`src/rtl/core/polygon_orientation_classifier_core_macros.svh`:
```
// Assertion macros for the polygon orientation classifier core.
`ifndef POLYGON_ORIENTATION_CLASSIFIER_CORE_MACROS_SVH
`define POLYGON_ORIENTATION_CLASSIFIER_CORE_MACROS_SVH
`ifndef ASSERT_OFF
`define POCC_ASSERT_SAME(label, ante, cons) \
    label: assert property (@(posedge i_clk) disable iff (!i_rst_n) (ante) |-> (cons)) \
        else $error("%m: check failed");
`define POCC_ASSERT_NEXT(label, ante, cons) \
    label: assert property (@(posedge i_clk) disable iff (!i_rst_n) (ante) |=> (cons)) \
        else $error("%m: check failed");
`else
`define POCC_ASSERT_SAME(label, ante, cons)
`define POCC_ASSERT_NEXT(label, ante, cons)
`endif
`endif

```
`src/rtl/core/pocc_pkg.sv`:
```
// Shared types and constants of the polygon orientation classifier core.
package pocc_pkg;

    localparam int COORD_BITS = 24;
    localparam int FIELD_W    = 24;
    localparam int WIDE_W     = 32;
    localparam int PROD_W     = 2 * COORD_BITS;
    localparam int TERM_W     = PROD_W + 1;
    localparam int AREA_W     = 64;

    localparam int QDEPTH     = 4;
    localparam int QIDX_W     = $clog2(QDEPTH);
    localparam int QCNT_W     = $clog2(QDEPTH + 1);

    localparam int RDEPTH     = 4;
    localparam int RIDX_W     = $clog2(RDEPTH);
    localparam int RCNT_W     = $clog2(RDEPTH + 1);

    typedef logic signed [COORD_BITS-1:0] t_coord;
    typedef logic signed [PROD_W-1:0]     t_prod;
    typedef logic signed [TERM_W-1:0]     t_term;
    typedef logic signed [AREA_W-1:0]     t_area;

    localparam t_area AREA_MAX = {1'b0, {(AREA_W-1){1'b1}}};
    localparam t_area AREA_MIN = {1'b1, {(AREA_W-1){1'b0}}};

    typedef struct packed {
        logic signed [FIELD_W-1:0] x_coord;
        logic signed [FIELD_W-1:0] y_coord;
        logic                      last_vertex;
    } t_vertex;

    typedef struct packed {
        logic signed [AREA_W-1:0] doubled_area;
        logic                     is_hole;
    } t_result;

    typedef struct packed {
        t_term term_edge;
        t_term term_close;
        logic  first;
        logic  last;
    } t_op;

    typedef struct packed {
        logic [QCNT_W-1:0] count;
        logic              empty;
    } t_opq_stat;

endpackage

```
`src/rtl/core/pocc_opq.sv`:
```
// Short queue of cross-product terms between the front and back ends.
`include "polygon_orientation_classifier_core_macros.svh"
module pocc_opq (
    input  logic                i_clk,
    input  logic                i_rst_n,
    input  logic                i_push,
    input  pocc_pkg::t_op       i_op,
    input  logic                i_pop,
    output pocc_pkg::t_op       o_op,
    output pocc_pkg::t_opq_stat o_stat
);

    pocc_pkg::t_op               r_mem [pocc_pkg::QDEPTH];
    logic [pocc_pkg::QIDX_W-1:0] r_wr;
    logic [pocc_pkg::QIDX_W-1:0] r_rd;
    logic [pocc_pkg::QCNT_W-1:0] r_count;
    logic [pocc_pkg::QIDX_W-1:0] n_wr;
    logic [pocc_pkg::QIDX_W-1:0] n_rd;

    assign n_wr = (r_wr == pocc_pkg::QIDX_W'(pocc_pkg::QDEPTH - 1)) ? '0 : r_wr + 1'b1;
    assign n_rd = (r_rd == pocc_pkg::QIDX_W'(pocc_pkg::QDEPTH - 1)) ? '0 : r_rd + 1'b1;

    always_ff @(posedge i_clk) begin
        if (!i_rst_n) begin
            r_wr    <= '0;
            r_rd    <= '0;
            r_count <= '0;
        end else begin
            if (i_push) begin
                r_wr <= n_wr;
            end
            if (i_pop) begin
                r_rd <= n_rd;
            end
            if (i_push && !i_pop) begin
                r_count <= r_count + 1'b1;
            end else if (i_pop && !i_push) begin
                r_count <= r_count - 1'b1;
            end
        end
    end

    always_ff @(posedge i_clk) begin
        if (i_push) begin
            r_mem[r_wr] <= i_op;
        end
    end

    assign o_op         = r_mem[r_rd];
    assign o_stat.count = r_count;
    assign o_stat.empty = (r_count == '0);

    `POCC_ASSERT_SAME(a_no_overflow, i_push && !i_pop, r_count < pocc_pkg::QCNT_W'(pocc_pkg::QDEPTH))
    `POCC_ASSERT_SAME(a_no_underflow, i_pop, r_count != '0)

endmodule

```
`config.mk`:
```
export PLATFORM = sky130hd
export DESIGN_NAME = pocc_opq
export DESIGN_NICKNAME = d
export VERILOG_FILES = /design/src/rtl/core/pocc_pkg.sv /design/src/rtl/core/pocc_opq.sv
export VERILOG_INCLUDE_DIRS = /design/src /design/src/rtl/core
export SDC_FILE = /design/constraint.sdc
export NUM_CORES = 1
export LEC_CHECK = 0
export BUFFER_PORTS_ARGS = -buffer_cell sky130_fd_sc_hd__buf_2
export CORE_MARGIN = 2
export CORE_UTILIZATION = 42
export CTS_BUF_LIST = sky130_fd_sc_hd__clkbuf_8
export DETAILED_ROUTE_END_ITERATION = 8
export PLACE_DENSITY = 0.69
export SKIP_LAST_GASP = 1
export SLEW_MARGIN = 20
export SYNTH_ARGS = -nofsm -noshare
export SYNTH_HDL_FRONTEND = slang
export SYNTH_SLANG_ARGS = --single-unit
```
`constraint.sdc`:
```
create_clock -name i_clk -period 9.65 [get_ports i_clk]
set_clock_uncertainty 0.2 [all_clocks]
set_input_delay 0.4825 -clock i_clk [delete_from_list [all_inputs] [get_ports i_clk]]
set_output_delay 0.4825 -clock i_clk [all_outputs]
set_load 0.02 [all_outputs]
```
==> results_dict.tcl <==
set metrics [dict create \
    status "complete, no violations" \
    max_slew_margin 0.3044 \
    period_minus_slack_ns 3.660 \
    crit_chain "buf_4, mux4_2, buf_2" \
    synth_common_cells "edfxtp_1, mux4_2, buf_12, buf_2, dfxtp_1" \
    drive_gt1_frac 0.4120 \
    max_stage_delay_ns 0.77 \
    synth_area_leaders "edfxtp_1, mux4_2, buf_12, dfxtp_1, ha_1" \
    cp-end-kind "output port" \
    crit_arrival_ns 2.98 \
    clock_latency_ns 0.61 \
    hp-class "in2reg" \
    final_area_sq_um 18760 \
    seq_area_frac_synth 0.8139 \
    synth_ff_type "edfxtp_1" \
    hold_path_depth 3 \
    ir_drop_mv 0.1686 \
    die_w_microns 192.9 \
    grt_pass1_vias 7758 \
    wirelength_mm 29.36 \
    clkTransAtPathRegs_ns 0.06 \
    areaGrowthSynthToFinish_pct 25.23 \
    yosysTopAreaCellShare 0.8019 \
    vias_per_cell 4.938 \
    clk_path_buf_depth 3 \
    cts_buffers 69 \
    synthesis.instances 565 \
    clock-sinks 409 \
    timing.rr.end "r_mem[3][91]" \
    initial_core_util 0.4242 \
    total_power_mw 3.930 \
    cts_root_buf "clkbuf_8" \
    die_area_sq_um 37190 \
    fin_hold_ws_ns 0.09595 \
    holdPathEnd "r_wr[1]" \
    grt_pass1_wl_mm 44.29 \
    dr.pass1.iters 4 \
    cp_max_fo 40 \
    r2r.worst_path.cells 3 \
    multi_input_area_sq_um 2517 \
    synthDistinctLibCells 21 \
    yosysWarnings 0 \
    dpl_cell_area_sq_um 16400 \
    rows 69 \
    hold_viol_final 0 \
    route.detailed.drc 0 \
    synth.avg_cell_area_sq_um 26.51 \
    core_area_sq_um 35310 \
    gr-total-overflow 0 \
    required_ns 8.97 \
    fmax_ghz 0.2733 \
    setup-tns-final_ns 0 \
    crit_slowest_cell "dfxtp_4" \
    setup_viol 0 \
    vias 7140 \
    syn_area_sq_um 14980 \
    cap_violations 0 \
    port_buffers 207 \
    report.final.slew_viol_count 0 \
    die_y_microns 192.9 \
    worstHoldStart "i_push" \
    post_drt_wl_per_cell_microns 20.31 \
    fillers 2718 \
    antenna_found_initial 2 \
    drtIter0Drc 320 \
    reg2reg_slack_ns 6.92 \
    hpwl_mm 16.28 \
    tightest_slew_ns 1.043 \
    async_flop_share 0 \
    htreeDepth 3 \
    track_usage 0.1622 \
    cts.repair.resized 0 \
    yosysTopAreaCell "edfxtp_1" \
    r2r_start "r_wr[0]" \
    ioPinCount 208 \
    cts_tree "built" \
    final_nets 1042 \
    cellLeakagePower_nw 6.465 \
    synth_fp_nets 676 \
    ant_nets 0 \
    place_congestion 0.6975 \
    post_cts_buffers 0 \
    synth.most_common_cell "edfxtp_1" \
    synth_edf_count 400 \
    start_kind "flop" \
    path_class "reg2out" \
    grt_max_degree 65 \
    synth-seq-cells 409 \
    power_density_nw_per_um2 209.5 \
    period_share 0.3792 \
    rsz0062_at_grt "no" \
    seq_area_sq_um 12200 \
]
[flip-flops by register name, summed over array words and instances, names as in the netlist, named ones only]
| name | flops |
|---|---|
| r_wr | 2 |
| r_mem | 400 |
| r_count | 3 |
| r_rd | 2 |
[logic make-up after synthesis]
| logic type | synth area share |
|---|---|
| flops | 0.8139 |
| mux | 0.1530 |
| buf+inv | 0.01871 |
| simple gates | 0.005513 |
| fa+ha+maj | 0.006348 |
| compound gates | 0.001337 |
| xor+xnor | 0.001170 |
[metal layers]
| layer | vias to the layer above | track usage | part of all wire |
|---|---|---|---|
| met2 | 219 | 0.2676 | 0.50 |
| met5 | - | 0 | 0 |
| met1 | 3686 | 0.2036 | 0.42 |
| met4 | 0 | 0.05373 | 0.018 |
| li1 | 3184 | - | - |
| met3 | 51 | 0.05183 | 0.063 |
[final cells by class]
cell class	count	area share
multi-input combinational	130	0.1342
clock buffer	72	0.05283
clock inverter	51	0.01781
timing repair buffer	317	0.1130
antenna	2	0.0002668
sequential	409	0.6503
inverter	4	0.0008004
tap	461	0.03075
[worst max path at each step]
stage	to	slack, ns	cells past startpoint	start
floorplan	r_mem[3][0]	6.12	2	r_wr[0]
finish	o_op[10]	5.99	3	flop
detailed placement	o_op[20]	6.46	3	flop
global placement	o_op[85]	6.47	3	flop
CTS	o_op[20]	5.77	3	flop
global route	o_op[10]	5.64	3	flop
[power by group]
group          internal, mW  total [mW]  switching (mW)
sequential             2.04        2.07          0.0309
clock                 0.805        1.47           0.665
combinational         0.171       0.392           0.221
[what timing repair did]
| action | CTS | global route |
|---|---|---|
| hold buffers | 103 | 0 |
| setup endpoints to repair | 0 | 0 |
| hold endpoints to repair | 409 | 0 |
[per-stage QoR]
stage / utilization / setup slack [ns] / cells
after floorplan: - / 6.124 / 565
after global placement: 0.4644 / 6.471 / 1218
after detailed placement: 0.4644 / 6.460 / 1218
after CTS: 0.5311 / 5.773 / 1444
after global routing: 0.5312 / 5.636 / 1446
final: 0.5312 / 5.990 / 1446
[placed cells by master, fill, tap and decap left out]
cell and instances:
buf_2 207, edfxtp_1 400, buf_4 7, nor2b_1 5, bufinv_16 4, a21boi_0 1, clkinvlp_4 1, clkinv_2 3
or3_1 1, dfxtp_4 2, o21ai_0 1, dfxtp_1 7, inv_1 24, clkbuf_8 72, ha_1 6, xor2_1 1
mux2i_1 4, and2_1 1, nor2_1 1, inv_6 3, nor3_1 2, clkinv_1 18, xnor2_1 1, mux4_2 100
o21a_1 1, diode_2 2, dlygate4sd3_1 103, fa_1 1, and2_4 4, inv_8 2
[worst max-delay path: cells and delay by family (launching register included)]
| kind | cells | cell delay [ns] |
|---|---|---|
| DFF | 1 | 0.77 |
| buffers and inverters | 2 | 0.95 |
| muxes | 1 | 0.62 |
Note: power is estimated with default switching activity, not from simulation.
