[src/rtl/core/polygon_orientation_classifier_core_macros.svh]
// Assertion macros for the polygon orientation classifier core.
`ifndef POLYGON_ORIENTATION_CLASSIFIER_CORE_MACROS_SVH
`define POLYGON_ORIENTATION_CLASSIFIER_CORE_MACROS_SVH
`ifndef ASSERT_OFF
`define POCC_ASSERT_SAME(label, ante, cons) \
    label: assert property (@(posedge i_clk) disable iff (!i_rst_n) (ante) |-> (cons)) \
        else $error("%m: check failed");
`define POCC_ASSERT_NEXT(label, ante, cons) \
    label: assert property (@(posedge i_clk) disable iff (!i_rst_n) (ante) |=> (cons)) \
        else $error("%m: check failed");
`else
`define POCC_ASSERT_SAME(label, ante, cons)
`define POCC_ASSERT_NEXT(label, ante, cons)
`endif
`endif

[src/rtl/core/pocc_pkg.sv]
// Shared types and constants of the polygon orientation classifier core.
package pocc_pkg;

    localparam int COORD_BITS = 24;
    localparam int FIELD_W    = 24;
    localparam int WIDE_W     = 32;
    localparam int PROD_W     = 2 * COORD_BITS;
    localparam int TERM_W     = PROD_W + 1;
    localparam int AREA_W     = 64;

    localparam int QDEPTH     = 4;
    localparam int QIDX_W     = $clog2(QDEPTH);
    localparam int QCNT_W     = $clog2(QDEPTH + 1);

    localparam int RDEPTH     = 4;
    localparam int RIDX_W     = $clog2(RDEPTH);
    localparam int RCNT_W     = $clog2(RDEPTH + 1);

    typedef logic signed [COORD_BITS-1:0] t_coord;
    typedef logic signed [PROD_W-1:0]     t_prod;
    typedef logic signed [TERM_W-1:0]     t_term;
    typedef logic signed [AREA_W-1:0]     t_area;

    localparam t_area AREA_MAX = {1'b0, {(AREA_W-1){1'b1}}};
    localparam t_area AREA_MIN = {1'b1, {(AREA_W-1){1'b0}}};

    typedef struct packed {
        logic signed [FIELD_W-1:0] x_coord;
        logic signed [FIELD_W-1:0] y_coord;
        logic                      last_vertex;
    } t_vertex;

    typedef struct packed {
        logic signed [AREA_W-1:0] doubled_area;
        logic                     is_hole;
    } t_result;

    typedef struct packed {
        t_term term_edge;
        t_term term_close;
        logic  first;
        logic  last;
    } t_op;

    typedef struct packed {
        logic [QCNT_W-1:0] count;
        logic              empty;
    } t_opq_stat;

endpackage

[src/rtl/core/pocc_back.sv]
// Back end: saturating area accumulation, closing term and result queue.
`include "polygon_orientation_classifier_core_macros.svh"
module pocc_back (
    input  logic                i_clk,
    input  logic                i_rst_n,
    input  pocc_pkg::t_op       i_op,
    input  pocc_pkg::t_opq_stat i_q_stat,
    output logic                o_q_pop,
    output logic                empty,
    input  logic                pop,
    output pocc_pkg::t_result   o_result
);

    function automatic pocc_pkg::t_area sat_add(
        input pocc_pkg::t_area a,
        input pocc_pkg::t_area b
    );
        logic [pocc_pkg::AREA_W:0] s;
        s = {a[pocc_pkg::AREA_W-1], a} + {b[pocc_pkg::AREA_W-1], b};
        if (s[pocc_pkg::AREA_W] != s[pocc_pkg::AREA_W-1]) begin
            return s[pocc_pkg::AREA_W] ? pocc_pkg::AREA_MIN : pocc_pkg::AREA_MAX;
        end
        return pocc_pkg::t_area'(s[pocc_pkg::AREA_W-1:0]);
    endfunction

    pocc_pkg::t_area             r_sum;
    logic                        r_b1_v;
    pocc_pkg::t_area             r_b1_sum;
    pocc_pkg::t_term             r_b1_tc;
    pocc_pkg::t_area             n_sum;
    pocc_pkg::t_area             n_final;
    pocc_pkg::t_area             base;

    pocc_pkg::t_result           r_mem [pocc_pkg::RDEPTH];
    logic [pocc_pkg::RIDX_W-1:0] r_wr;
    logic [pocc_pkg::RIDX_W-1:0] r_rd;
    logic [pocc_pkg::RCNT_W-1:0] r_count;
    logic [pocc_pkg::RIDX_W-1:0] n_wr;
    logic [pocc_pkg::RIDX_W-1:0] n_rd;
    logic [pocc_pkg::RCNT_W:0]   n_used;
    logic                        res_pop;
    logic                        res_push;

    assign n_used  = (pocc_pkg::RCNT_W+1)'(r_count) + (pocc_pkg::RCNT_W+1)'(r_b1_v);
    assign o_q_pop = !i_q_stat.empty && (n_used < (pocc_pkg::RCNT_W+1)'(pocc_pkg::RDEPTH));

    assign base    = i_op.first ? '0 : r_sum;
    assign n_sum   = sat_add(base, pocc_pkg::t_area'(i_op.term_edge));
    assign n_final = sat_add(r_b1_sum, pocc_pkg::t_area'(r_b1_tc));

    always_ff @(posedge i_clk) begin
        if (!i_rst_n) begin
            r_sum  <= '0;
            r_b1_v <= 1'b0;
        end else begin
            r_b1_v <= o_q_pop && i_op.last;
            if (o_q_pop) begin
                r_sum <= n_sum;
            end
        end
    end

    always_ff @(posedge i_clk) begin
        if (o_q_pop) begin
            r_b1_sum <= n_sum;
            r_b1_tc  <= i_op.term_close;
        end
    end

    assign res_push = r_b1_v;
    assign res_pop  = pop && !empty;
    assign n_wr = (r_wr == pocc_pkg::RIDX_W'(pocc_pkg::RDEPTH - 1)) ? '0 : r_wr + 1'b1;
    assign n_rd = (r_rd == pocc_pkg::RIDX_W'(pocc_pkg::RDEPTH - 1)) ? '0 : r_rd + 1'b1;

    always_ff @(posedge i_clk) begin
        if (!i_rst_n) begin
            r_wr    <= '0;
            r_rd    <= '0;
            r_count <= '0;
        end else begin
            if (res_push) begin
                r_wr <= n_wr;
            end
            if (res_pop) begin
                r_rd <= n_rd;
            end
            if (res_push && !res_pop) begin
                r_count <= r_count + 1'b1;
            end else if (res_pop && !res_push) begin
                r_count <= r_count - 1'b1;
            end
        end
    end

    always_ff @(posedge i_clk) begin
        if (res_push) begin
            r_mem[r_wr].doubled_area <= n_final;
            r_mem[r_wr].is_hole      <= n_final[pocc_pkg::AREA_W-1];
        end
    end

    assign o_result = r_mem[r_rd];
    assign empty    = (r_count == '0);

    `POCC_ASSERT_SAME(a_res_room, res_push, r_count < pocc_pkg::RCNT_W'(pocc_pkg::RDEPTH))
    `POCC_ASSERT_NEXT(a_close_follows, o_q_pop && i_op.last, r_b1_v)

endmodule

[config.mk]
export PLATFORM = sky130hd
export DESIGN_NAME = pocc_back
export DESIGN_NICKNAME = d
export VERILOG_FILES = /design/src/rtl/core/pocc_pkg.sv /design/src/rtl/core/pocc_back.sv
export VERILOG_INCLUDE_DIRS = /design/src /design/src/rtl/core
export SDC_FILE = /design/constraint.sdc
export NUM_CORES = 1
export LEC_CHECK = 0
export ABC_AREA = 0
export ABC_CLOCK_PERIOD_IN_PS = 5550
export BUFFER_PORTS_ARGS = -buffer_cell sky130_fd_sc_hd__buf_4
export CAP_MARGIN = 20
export CORE_AREA = 2 2 288 290
export DETAILED_ROUTE_END_ITERATION = 12
export DIE_AREA = 0 0 290 292
export GPL_ROUTABILITY_DRIVEN = 0
export GPL_TIMING_DRIVEN = 0
export MAX_ROUTING_LAYER = met4
export SYNTH_ARGS = -nofsm -noshare
export SYNTH_HDL_FRONTEND = slang
export SYNTH_SLANG_ARGS = --single-unit
export TNS_END_PERCENT = 5
[constraint.sdc]
create_clock -name i_clk -period 5.55 [get_ports i_clk]
set_clock_uncertainty 0.05 [all_clocks]
set_input_delay 0.555 -clock i_clk [delete_from_list [all_inputs] [get_ports i_clk]]
set_output_delay 0.555 -clock i_clk [all_outputs]
set_load 0.01 [all_outputs]
==> reports/results.ini, run 1 <==
[outcome]
outcome = completed

[sta]
fin_crit_sh_pct = 94.59
worst_slack_ps = 300.5
tns_ps = 0
worst_pin_slew_ps = 914.2
clock.fmax_mhz = 190.5
grt_setup_unrepaired = no
slew_violations = 0
hold_viol = 0
setup-violations-final = 0
slew_headroom_pct = 39.05
period_needed_ps = 5250

[clock_network]
ctsLongestPathBuffers = 3
cts_hold_buf = 0
clkTransAtPathRegs_ps = 60
cts_tree = yes
cts_buffers = 41
cts.sinks = 443
worstSkewPairLatency_ps = 560
root_buffer = clkbuf_16
h-tree-depth = 2

[die]
die_h_um = 292
start_util_pct = 29.68
die_w_um = 290
dieArea_um2 = 84680
io_pins = 174
fp-row-count = 105
core_um2 = 81580

[pwr]
power.internal_w = 0.009311
power_frac_comb_pct = 46.1
power_frac_seq_pct = 35.9
leakagePower_nw = 10.51
ir_drop_mv = 0.2552
p_sw_w = 0.006038
power_density_nw_per_um2 = 542.6
p_clk_share_pct = 18.0
switching_share_pct = 39.34

[worst_setup_path]
path_class = flop to flop
cp_max_fo = 10
cpPeakStageDelay_ps = 480
arrival_ps = 5480
cp_common_cell = o21a_1
start_kind = flop
cp.required_ps = 5780
path_cells = ha_1, inv_1, fa_1, nor2b_1, o31a_1, o31ai_1, o21a_1, o2bb2ai_1, and4_1, o2111ai_1, a31oi_1, o21a_1, clkbuf_2, nand2_1, clkbuf_1, o21ai_0
r2r_cells = 16
worstSetupEndpointType = flop
cpMaxStageDelayCell = o2bb2ai_1
r2r_slack_ps = 300

[routing]
avgViaCountPerCell = 4.988
ant_nets = 0
drt_iter0_drc = 1000
drtPass1Iterations = 5
wl_mm = 66.42
drc_errors = 0
wl_per_cell_um = 19.35
vias = 17120

[synth]
yosysUniqueCellTypes = 78
syn_area_per_cell_um2 = 11.46
syn_nets = 2357
synthMuxAreaShare_pct = 6.375
synth-compound-area-share_pct = 16.86
synth_top_family_by_area = compound AO/OA/AOI/OAI gates
synth_ff_type = edfxtp_1
yosysMostFrequentCell = edfxtp_1
ys_ff_latch = 443
synthTopCellsByArea = edfxtp_1 (46%), ha_1 (6.9%), dfxtp_1 (6.1%), mux4_2 (6.0%), a21oi_1 (3.8%)
synth-xor-area-share_pct = 4.262
ys_warn_count = 0
synthCells = 2113
ys_async_sr_fraction_pct = 0
synth_common_cells = edfxtp_1 (369), nand2_1 (218), a21oi_1 (186), o21ai_0 (183), ha_1 (134)
netlist_area_um2 = 24220
synthSimpleGateAreaFrac_pct = 10.51
synth.top_cell.area_share_pct = 45.75
ys_seq_area_share_pct = 51.87
synth_top_area_cell = edfxtp_1
synth_edf_count = 369
yosys.area_share.adder_pct = 7.543

[placement]
place_ws_ps = -686.5
dp_cells = 3356
place.detailed.hpwl_mm = 51.86
port_buffers = 168
post_dp_cell_area_um2 = 26960

[cells_and_area]
finish.utilization_pct = 34.68
layout.nets = 2573
fin_cells = 3433
final_area_um2 = 28290
drive_gt1_share_pct = 15.88
syn_to_final_growth_pct = 16.82

[global_route]
grt_pass1_vias = 17070
gr-total-overflow = 0
grt_antenna_before_repair = 4
grt_util_all_layers_pct = 15.84
grt_max_degree = 67
grt_pass1_wl_mm = 101.3

[job]
drv_cap = 0

[worst_hold_path]
hold_depth = 1
hold_class = input port to flop

-- cell usage in the layout, fill, tap and decap left out, types with 6 or more instances in the layout --
cell / count
a211oi_1: 13
a21boi_0: 6
a21o_1: 64
a21oi_1: 186
a21oi_2: 30
a31oi_1: 27
and2_1: 13
and3_1: 11
buf_1: 10
buf_2: 9
buf_4: 170
clkbuf_1: 88
clkbuf_16: 42
clkinv_1: 7
clkinvlp_4: 6
dfxtp_1: 74
edfxtp_1: 369
ha_1: 134
inv_1: 44
maj3_1: 9
mux2i_1: 7
mux4_2: 64
nand2_1: 218
nand2b_1: 13
nand3_1: 28
nand4_1: 38
nor2_1: 87
nor2b_1: 71
nor3_1: 19
o211ai_1: 13
o21a_1: 20
o21ai_0: 182
o21ai_1: 8
o21bai_1: 25
o31ai_1: 12
or3_1: 7
xnor2_1: 66
xor2_1: 50
-- power by group through the flow --
stage                     Clock [W]  Sequential (W)  Combinational (W)
after floorplan                   0         0.00547            0.00472
after global placement            0         0.00562            0.00695
after detailed placement          0         0.00558            0.00705
after CTS                   0.00282         0.00552            0.00709
after global routing        0.00294         0.00557            0.00783
final                       0.00276         0.00552            0.00708
-- metrics by stage --
step	hold slack, ps	power, W
2_1_floorplan	424.2	0.01020
3_5_place_dp	465.9	0.01263
3_3_place_gp	449.7	0.01257
4_1_cts	97.31	0.01543
5_1_grt	102.4	0.01634
6_report	117.9	0.01535
-- what timing repair did --
item / in CTS / in global routing
setup endpoints to repair: 50 / 251
buffers inserted: 0 / 0
gates resized for setup: 1 / 5
-- worst max-delay path, delay by kind of cell (launching register included) --
kind | cells | cell delay [ps]
flip-flops | 1 | 340
AO/OA/AOI/OAI | 8 | 2260
AND/OR/NAND/NOR | 3 | 880
buffers and inverters | 3 | 840
adder cells (fa/ha/maj) | 2 | 610
-- worst paths after layout --
kind / to / from
worst max register to register: r_mem[2][53] / r_b1_sum[0]
worst max-delay path: r_mem[2][53] / r_b1_sum[0]
worst min register to register: r_sum[63] / r_sum[63]
worst min-delay path: r_b1_tc[21] / i_op[23]
-- cell type report --
cell class	count	area, µm²
Antenna cell	2	5.005
Buffer	107	464.2
Clock buffer	53	1102
Clock inverter	22	203.9
Fill cell	8079	53290
Inverter	44	165.2
Multi-Input combinational cell	1519	11060
Sequential cell	443	12560
Tap cell	1070	1339
Timing Repair Buffer	173	1391
-- metal layers --
layer / wire (µm) / global-route usage, % / part of all wire, %
met5: 0 / - / 0
met4: 2071 / 5.234 / 3.1
met3: 2558 / 1.720 / 3.9
met2: 31110 / 25.57 / 47
met1: 30680 / 20.86 / 46
-- sequential cells by signal, summed over array words and instances (netlist names), named ones only --
name and cells:
r_count 3, r_b1_sum 64, r_mem 256, r_b1_tc 49, r_sum 64, r_rd 2, r_b1_v 1, r_wr 2
-- logic make-up (layout without fill, tap and decap cells) --
group                    after synthesis  count (layout)
other                                  0               2
AND/OR/NAND/NOR                      532             532
multiplexers                          73              73
buffers and inverters                151             399
flip-flops                           443             443
AO/OA/AOI/OAI                        651             651
XOR/XNOR                             117             117
adder cells (fa/ha/maj)              146             146
(Power assumes the default switching activity.)
==> run 2: changes to the inputs <==
--- a/config.mk
+++ b/config.mk
@@ -7,14 +7,13 @@
 export NUM_CORES = 1
 export LEC_CHECK = 0
 export ABC_AREA = 0
-export ABC_CLOCK_PERIOD_IN_PS = 5550
+export ABC_CLOCK_PERIOD_IN_PS = 4600
 export BUFFER_PORTS_ARGS = -buffer_cell sky130_fd_sc_hd__buf_4
 export CAP_MARGIN = 20
 export CORE_AREA = 2 2 288 290
 export DETAILED_ROUTE_END_ITERATION = 12
 export DIE_AREA = 0 0 290 292
 export GPL_ROUTABILITY_DRIVEN = 0
-export GPL_TIMING_DRIVEN = 0
 export MAX_ROUTING_LAYER = met4
 export SYNTH_ARGS = -nofsm -noshare
 export SYNTH_HDL_FRONTEND = slang
==> constraint.sdc (replaced) <==
create_clock -name i_clk -period 4.6 [get_ports i_clk]
set_clock_uncertainty 0.05 [all_clocks]
set_input_delay 0.46 -clock i_clk [delete_from_list [all_inputs] [get_ports i_clk]]
set_output_delay 0.46 -clock i_clk [all_outputs]
set_load 0.01 [all_outputs]
==> run 2 against run 1 <==
Against the previous run:
- sequential power increased by 23%
- critical endpoint is now r_mem[3][51]
- largest cell class unchanged
- sequential cell count unchanged
- die area unchanged
- clock-buffer cell count unchanged
- critical path type unchanged
- cell count increased by 0.79%
- wire length increased by 0.11%
- non-clock buffer count increased by 19
- register-to-register slack got worse by 90 ps
- clock power increased by 42%
- worst hold slack got worse by 86 ps
==> reports/results.ini, run 2 (same netlist as run 1, synthesis figures left out) <==
[clock_network]
cts_setup_buffers = 0
clkTransAtPathRegs_ps = 60
worstSkewPairLatency_ps = 580
h-tree-depth = 2
ctsLongestPathBuffers = 3
root_buffer = clkbuf_16
cts_buffers = 45
cts_tree = yes
cts.sinks = 443

[routing]
wl_mm = 66.50
wl_per_cell_um = 19.22
avgViaCountPerCell = 5.124
drc_errors = 0
ant_nets = 0
drtPass1Iterations = 6
vias = 17730
drt_iter0_drc = 1318

[worst_setup_path]
cpPeakStageDelay_ps = 440
r2r_cells = 15
cp_top_family = compound AO/OA/AOI/OAI gates
cpMaxStageDelayCell = o21ai_0
start_kind = flop
rr_startpoint = r_b1_tc[0]
path_cells = ha_1, inv_1, fa_1, nor2b_1, o31a_1, o31ai_1, o21a_1, o2bb2ai_1, and4_1, o2111ai_1, a31oi_1, o21a_1, nor2_4, buf_4, o21ai_0
path_class = flop to flop
path_buf_inv = 2
r2r_slack_ps = 210
timing.rr.end = r_mem[3][51]
cp_common_cell = o21a_1
cp_max_fo = 19
arrival_ps = 4640
cp.required_ps = 4850
worstSetupEndpointType = flop

[worst_hold_path]
worstHoldStart = i_op[38]
holdPathEnd = r_b1_tc[36]
hold_depth = 1
hold_class = input port to flop

[cells_and_area]
final_common_cell = edfxtp_1
mostFrequentLayoutCells = edfxtp_1 (369), buf_4 (259), nand2_1 (218)
regMostFlops = r_mem
fill_cells = 7884
drive_gt1_share_pct = 19.76
reg_top3 = r_mem (256), r_b1_sum (64), r_sum (64)
largest_register_ff_count = 256
layout.nets = 2596
syn_to_final_growth_pct = 20.36
finish.utilization_pct = 35.73

[sta]
fin_crit_sh_pct = 95.45
slew_headroom_pct = 31.86
worst_pin_slew_ps = 1022
slew_violations = 0
setup-violations-final = 0
hold_viol = 0
clock.fmax_mhz = 227.7
grt_setup_unrepaired = yes
period_needed_ps = 4391

[global_route]
grt_max_degree = 113
grt_pass1_vias = 17710
grt_antenna_before_repair = 0
gr-total-overflow = 0
grt_util_all_layers_pct = 15.72
grt_pass1_wl_mm = 101.9

[placement]
place.detailed.hpwl_mm = 49.44
port_buffers = 170

[pwr]
leakagePower_nw = 11.07
p_total_w = 0.01951
ir_drop_mv = 0.3109
power_density_nw_per_um2 = 669.5

[die]
dieArea_um2 = 84680
io_pins = 174
fp-row-count = 105
core_um2 = 81580
start_util_pct = 29.68
die_h_um = 292
die_w_um = 290

[outcome]
outcome = completed

[job]
drv_cap = 0

-- run 2: what timing repair did --
action,CTS,global route
hold buffers,35,0
endpoints found under the hold margin,35,0
resized for setup,0,15
setup endpoints to repair,0,105
-- run 2: worst max path at each step --
stage,startpoint,endpoint,slack [ps],depth (start not counted)
3_5_place_dp,i_op[1],r_sum[43],-30,17
6_report,r_b1_tc[0],r_mem[3][51],210,15
4_1_cts,r_b1_sum[20],r_mem[2][52],180,13
5_1_grt,r_b1_tc[0],r_mem[1][54],-50,15
2_1_floorplan,i_op[1],r_b1_sum[11],360,18
3_3_place_gp,i_op[1],r_sum[4],30,17
-- run 2: final cells by class --
class,instances,area [µm²],area share (%)
Antenna cell,1,2.502,0.008585
Clock buffer,53,1177,4.039
Clock inverter,31,414.1,1.421
Inverter,44,170.2,0.5838
Multi-Input combinational cell,1519,11080,38.02
Sequential cell,443,12570,43.11
Tap cell,1070,1339,4.593
Timing Repair Buffer,299,2395,8.216
-- run 2: power breakdown --
part / switching [W] / total, W / internal [W]
logic: 0.00532 / 0.00883 / 0.00351
clock network: 0.00160 / 0.00392 / 0.00231
registers: 0.000411 / 0.00677 / 0.00636
-- run 2: routing by layer --
metal	share of wire (%)	GRT usage, %	vias up
met5	0	-	-
met4	2.9	4.776	0
met3	4.3	1.636	120
met2	48	25.74	535
met1	45	20.61	8590
li1	-	-	8484
-- run 2: through the flow --
| stage | hold WS (ps) | cells | setup WS (ps) | cell area, µm² | TNS, ps |
|---|---|---|---|---|---|
| floorplan | 424.2 | 2113 | 362.1 | 24220 | 0 |
| global placement | 440.3 | 3340 | 32.50 | 27180 | 0 |
| detailed placement | 457.0 | 3340 | -27.03 | 27180 | -35.77 |
| CTS | 0.6518 | 3459 | 181.3 | 29120 | 0 |
| global route | 0.08626 | 3459 | -45.53 | 29150 | -1203 |
| finish | 32.38 | 3460 | 209.2 | 29150 | 0 |
